[config.mk]
export PLATFORM = sky130hd
export DESIGN_NAME = cpu_cordic
export DESIGN_NICKNAME = d
export VERILOG_FILES = /design/src/rtl/core/cpu_pkg.sv /design/src/rtl/core/cpu_cordic.sv
export SDC_FILE = /design/constraint.sdc
export NUM_CORES = 2
export LEC_CHECK = 0
export BUFFER_PORTS_ARGS = -buffer_cell sky130_fd_sc_hd__buf_4
export CAP_MARGIN = 20
export CORE_MARGIN = 1.5
export CORE_UTILIZATION = 45
export DETAILED_ROUTE_END_ITERATION = 8
export PLACE_DENSITY = 0.68
export SKIP_LAST_GASP = 1
export SYNTH_ARGS = -nofsm -noshare
export SYNTH_HDL_FRONTEND = slang
export SYNTH_SLANG_ARGS = --single-unit
[constraint.sdc]
create_clock -name clock -period 6.4 [get_ports clock]
set_clock_uncertainty 0.15 [all_clocks]
set_input_delay 0.32 -clock clock [delete_from_list [all_inputs] [get_ports clock]]
set_output_delay 0.32 -clock clock [all_outputs]
set_load 0.02 [all_outputs]
[src/rtl/core/cpu_pkg.sv]
// shared constants, tables and types for the complex polar unit
package cpu_pkg;

   localparam int MaxStages     = 24;
   localparam int DefaultStages = 16;
   localparam int Guard         = 8;
   localparam int VecW          = 28;
   localparam int AngW          = 36;

   localparam logic [2:0] ModePolar = 3'd0;
   localparam logic [2:0] ModeRect  = 3'd1;
   localparam logic [2:0] ModeOfs   = 3'd2;
   localparam logic [2:0] ModeNorm  = 3'd3;
   localparam logic [2:0] ModeConj  = 3'd4;

   localparam logic [0:0] CsrMode   = 1'b0;
   localparam logic [0:0] CsrOffset = 1'b1;

   localparam logic signed [AngW-1:0] PiQ30     = 36'sd3373259426;
   localparam logic signed [AngW-1:0] HalfPiQ30 = 36'sd1686629713;
   localparam logic signed [AngW-1:0] TwoPiQ30  = 36'sd6746518852;
   localparam logic signed [31:0]     InvGain   = 32'sd652032874;
   localparam logic signed [VecW-1:0] UnitQ20   = 28'sd1048576;

   function automatic logic signed [AngW-1:0] atan_entry(input int i);
      logic signed [AngW-1:0] t [MaxStages];
      t = '{36'sd843314857, 36'sd497837829, 36'sd263043837, 36'sd133525159,
            36'sd67021687, 36'sd33543516, 36'sd16775851, 36'sd8388437,
            36'sd4194283, 36'sd2097149, 36'sd1048576, 36'sd524288,
            36'sd262144, 36'sd131072, 36'sd65536, 36'sd32768,
            36'sd16384, 36'sd8192, 36'sd4096, 36'sd2048,
            36'sd1024, 36'sd512, 36'sd256, 36'sd128};
      return t[i];
   endfunction

   function automatic logic [15:0] sat16(input logic signed [AngW-1:0] v);
      if (v > 36'sd32767) return 16'h7fff;
      if (v < -36'sd32768) return 16'h8000;
      return v[15:0];
   endfunction

   // side data carried along the pipeline
   typedef struct packed {
      logic [2:0]  mode;
      logic        zero;
      logic [15:0] pass_re;
      logic [15:0] pass_im;
      logic signed [15:0] ofs;
   } side_type;

   // cordic working word
   typedef struct packed {
      logic signed [VecW-1:0] x;
      logic signed [VecW-1:0] y;
      logic signed [AngW-1:0] z;
   } vec_type;

endpackage

[src/rtl/core/cpu_cordic.sv]
// pipelined cordic, vectoring or rotation, one register per stage
module cpu_cordic #(
   parameter int STAGES = cpu_pkg::DefaultStages,
   parameter bit ROTATE = 1'b0
) (
   input  logic              clock,
   input  logic              reset,
   input  logic              adv,
   input  logic              in_valid,
   input  cpu_pkg::vec_type  in_vec,
   input  cpu_pkg::side_type in_side,
   output logic              out_valid,
   output cpu_pkg::vec_type  out_vec,
   output cpu_pkg::side_type out_side
);
   import cpu_pkg::*;

   localparam int N = (STAGES > MaxStages) ? MaxStages : STAGES;

   logic     valid_ff [N+1];
   vec_type  vec_ff   [N+1];
   side_type side_ff  [N+1];

   always_comb begin
      valid_ff[0] = in_valid;
      vec_ff[0]   = in_vec;
      side_ff[0]  = in_side;
   end

   for (genvar i = 0; i < N; i++) begin : g_stage
      vec_type vec_in;
      logic    up;
      always_comb begin
         up = ROTATE ? !vec_ff[i].z[AngW-1] : !vec_ff[i].y[VecW-1];
         vec_in = vec_ff[i];
         if (up ^ ROTATE) begin
            vec_in.x = vec_ff[i].x + (vec_ff[i].y >>> i);
            vec_in.y = vec_ff[i].y - (vec_ff[i].x >>> i);
         end else begin
            vec_in.x = vec_ff[i].x - (vec_ff[i].y >>> i);
            vec_in.y = vec_ff[i].y + (vec_ff[i].x >>> i);
         end
         if (up ^ ROTATE) vec_in.z = vec_ff[i].z + atan_entry(i);
         else vec_in.z = vec_ff[i].z - atan_entry(i);
      end
      always_ff @(posedge clock) begin
         if (reset) begin
            valid_ff[i+1] <= 1'b0;
         end else if (adv) begin
            valid_ff[i+1] <= valid_ff[i];
         end
         if (adv) begin
            vec_ff[i+1]  <= vec_in;
            side_ff[i+1] <= side_ff[i];
         end
      end
   end

   assign out_valid = valid_ff[N];
   assign out_vec   = vec_ff[N];
   assign out_side  = side_ff[N];
endmodule

==> impl_metrics.tcl <==
set metrics [dict create \
    worst_setup_path_end_kind "flop" \
    synth-seq-cells 2319 \
    critPathMaxFanout 7 \
    place_ws_ns 1.36 \
    dpl_cell_area_sq_um 155000 \
    layout_common_cells "2303 x edfxtp_1, 1417 x ha_1, 1266 x a21oi_1, 1196 x nor2_1, 1128 x xnor2_1" \
    areaGrowthSynthToFinish_pct 11.8 \
    cp.arrival_ns 5.58 \
    htreeDepth 5 \
    tns_ns 0 \
    grt_start_max_net_pins 206 \
    core-area_sq_um 327000 \
    syn_area_per_cell_sq_um 10.9 \
    cap_violations 0 \
    pin_count 293 \
    ff2ff_setup_slack_ns 1.27 \
    holdPathStages 2 \
    grt_pass1_vias 97500 \
    drive_gt1_share_pct 6.24 \
    timing.rr.end "vec_ff[338]" \
    hp-start "in_side[26]" \
    fin_util_pct 50.5 \
    hold_path_class "in -> reg" \
    reg2reg_depth 16 \
    clk_latency_ns 0.92 \
    overflow 0 \
    timing.final.ws_setup_ns 1.27 \
    path_class "reg -> reg" \
    final_common_cell "edfxtp_1" \
    nets 15800 \
    synth-edff-count 2303 \
    wl_per_cell_microns 16.7 \
    hpwlAfterDp_microns 238000 \
    drc 0 \
    vias 101000 \
    start_kind "flop" \
    fp.dieArea_sq_um 332000 \
    synth_cell_type_count 96 \
    clkTransAtPathRegs_ns 0.06 \
    place_congestion 0.906 \
    rsz0062_at_grt "false" \
    setup_viol 0 \
    crit_path_frequent_cell "o21ai_0" \
    slowest_delay_ns 0.82 \
    cts_buffers 266 \
    holdPathEnd "side_ff[806]" \
    cts_hold_buf 218 \
    synthCells 13600 \
    fmax_mhz 195 \
    grt_usage_pct 18.3 \
    status "complete, no violations" \
    cts_setup_buffers 0 \
    die_x_microns 576 \
    synth_top_flop_cell "edfxtp_1" \
    antenna_left 0 \
    async_reset_ff_share_pct 0 \
    cts_num_sinks 2319 \
    rows 210 \
    worst_slew_pin_slew_ns 1.09 \
    viasPerCell 5.41 \
    slew_headroom_pct 26.7 \
    cp_slowest_cell "nor3b_1" \
    r2r_start "vec_ff[451]" \
    syn_area_sq_um 148000 \
    crit_path_start "vec_ff[451]" \
    tritoncts "done" \
    grt_pass1_wl_microns 502000 \
    syn_nets 15200 \
    synth-seq-area-share_pct 47.0 \
    slew_viol_final 0 \
    post-route-cell-area_sq_um 165000 \
    dr.first_iter.drc_count 5462 \
    initial_core_util_pct 45.2 \
    first_pass_iters 5 \
    dieHeight_microns 576 \
    yosysWarnings 0 \
    grt_antenna_before_repair 2 \
    routed_wl_microns 312000 \
    critPathRequiredTime_ns 6.85 \
    clockBufferDepth 4 \
    cts-root-buf "clkbuf_16" \
    final.min_clock_period_ns 5.13 \
    place.port_buffers 292 \
    crit_chain "nor3_1 -> nand2_1 -> nor4_1 -> nand2b_1 -> nor3b_1 -> nor2_1 -> xor2_1 -> ha_1 -> a21oi_1 -> o21ai_0 -> or3_1 -> o21ai_1 -> o21ai_0 -> or3b_1 -> a31oi_1 -> xnor2_1" \
    hold_violations 0 \
    fin_crit_sh_pct 80.1 \
    cts_resized 0 \
]
[final cells by class]
type                            count  area (sq um)
Fill cell                       29100        162000
Clock inverter                    153          1530
Clock buffer                      314          6990
Inverter                          563          2110
Antenna cell                        2          5.00
Tap cell                         4346          5440
Sequential cell                  2319         69500
Timing Repair Buffer              603          5230
Multi-Input combinational cell  10400         74400
[cells by family (layout without fill, tap and decap cells)]
logic type / after synthesis / count (layout) / synth area share (%)
xor+xnor: 1676 / 1676 / 9.93
fa+ha+maj: 1466 / 1466 / 12.7
flops: 2319 / 2319 / 47.0
mux: 76 / 76 / 0.536
other cells: 0 / 2 / 0
buf+inv: 901 / 1633 / 2.66
simple gates: 3543 / 3543 / 11.6
compound gates: 3640 / 3640 / 15.6
[through the flow]
step	hold WS [ns]	cells
finish	0.0831	18700
global route	0.0469	18700
CTS	0.00676	18700
detailed placement	0.255	18000
global placement	0.250	18000
floorplan	0.250	13600
[sequential cells by signal, summed over array words and instances, names as in the netlist]
signal / count
out_side: 52
out_valid: 1
valid_ff: 15
side_ff: 780
out_vec: 92
vec_ff: 1379
[worst max-delay path: cells and delay by family (launching register included)]
family,cells,cell delay (ns)
XOR/XNOR,2,0.28
flip-flops,1,0.51
AO/OA/AOI/OAI,5,0.99
AND/OR/NAND/NOR,8,2.61
adder cells (fa/ha/maj),1,0.34
[synth_stat cells, types with 38 or more instances]
| cell | n | share of area (%) |
|---|---|---|
| nor3_1 | 375 | 1.3 |
| o31a_1 | 43 | 0.25 |
| fa_1 | 49 | 0.66 |
| a21oi_1 | 1266 | 4.3 |
| mux2i_1 | 51 | 0.35 |
| or3_1 | 117 | 0.50 |
| xor2_1 | 548 | 3.2 |
| o31ai_1 | 73 | 0.37 |
| o21a_1 | 201 | 1.0 |
| xnor2_1 | 1128 | 6.7 |
| nand3_1 | 244 | 0.83 |
| and2_1 | 65 | 0.28 |
| edfxtp_1 | 2303 | 47 |
| o21ai_0 | 622 | 2.1 |
| o41ai_1 | 41 | 0.24 |
| a31oi_1 | 132 | 0.56 |
| buf_4 | 144 | 0.73 |
| nor2b_1 | 228 | 0.96 |
| nand2b_1 | 182 | 0.77 |
| and3_1 | 147 | 0.62 |
| nand4_1 | 84 | 0.36 |
| inv_1 | 559 | 1.4 |
| nor4_1 | 85 | 0.36 |
| o211ai_1 | 51 | 0.26 |
| nand2_1 | 634 | 1.6 |
| clkbuf_1 | 158 | 0.40 |
| o21bai_1 | 169 | 0.86 |
| a21o_1 | 498 | 2.5 |
| nor2_1 | 1196 | 3.0 |
| a211oi_1 | 120 | 0.61 |
| ha_1 | 1417 | 12 |
| or2_2 | 38 | 0.16 |
[layer usage]
| metal | GRT usage [%] | up-vias | routed length, microns |
|---|---|---|---|
| li1 | - | 51700 | - |
| met1 | 22.2 | 47100 | 134000 |
| met2 | 33.2 | 1785 | 156000 |
| met3 | 2.15 | 600 | 10400 |
| met4 | 6.79 | 0 | 11800 |
| met5 | 0 | - | 0 |
[worst max-delay path by stage]
stage                        end  slack, ns
floorplan           vec_ff[1258]       1.61
global placement     vec_ff[760]       1.42
detailed placement   vec_ff[338]       1.36
CTS                  vec_ff[338]       1.31
global route         vec_ff[338]       0.90
finish               vec_ff[338]       1.27
Power is not shown: default switching activity piles up to over one toggle a cycle in this logic, so the estimate is an artifact.
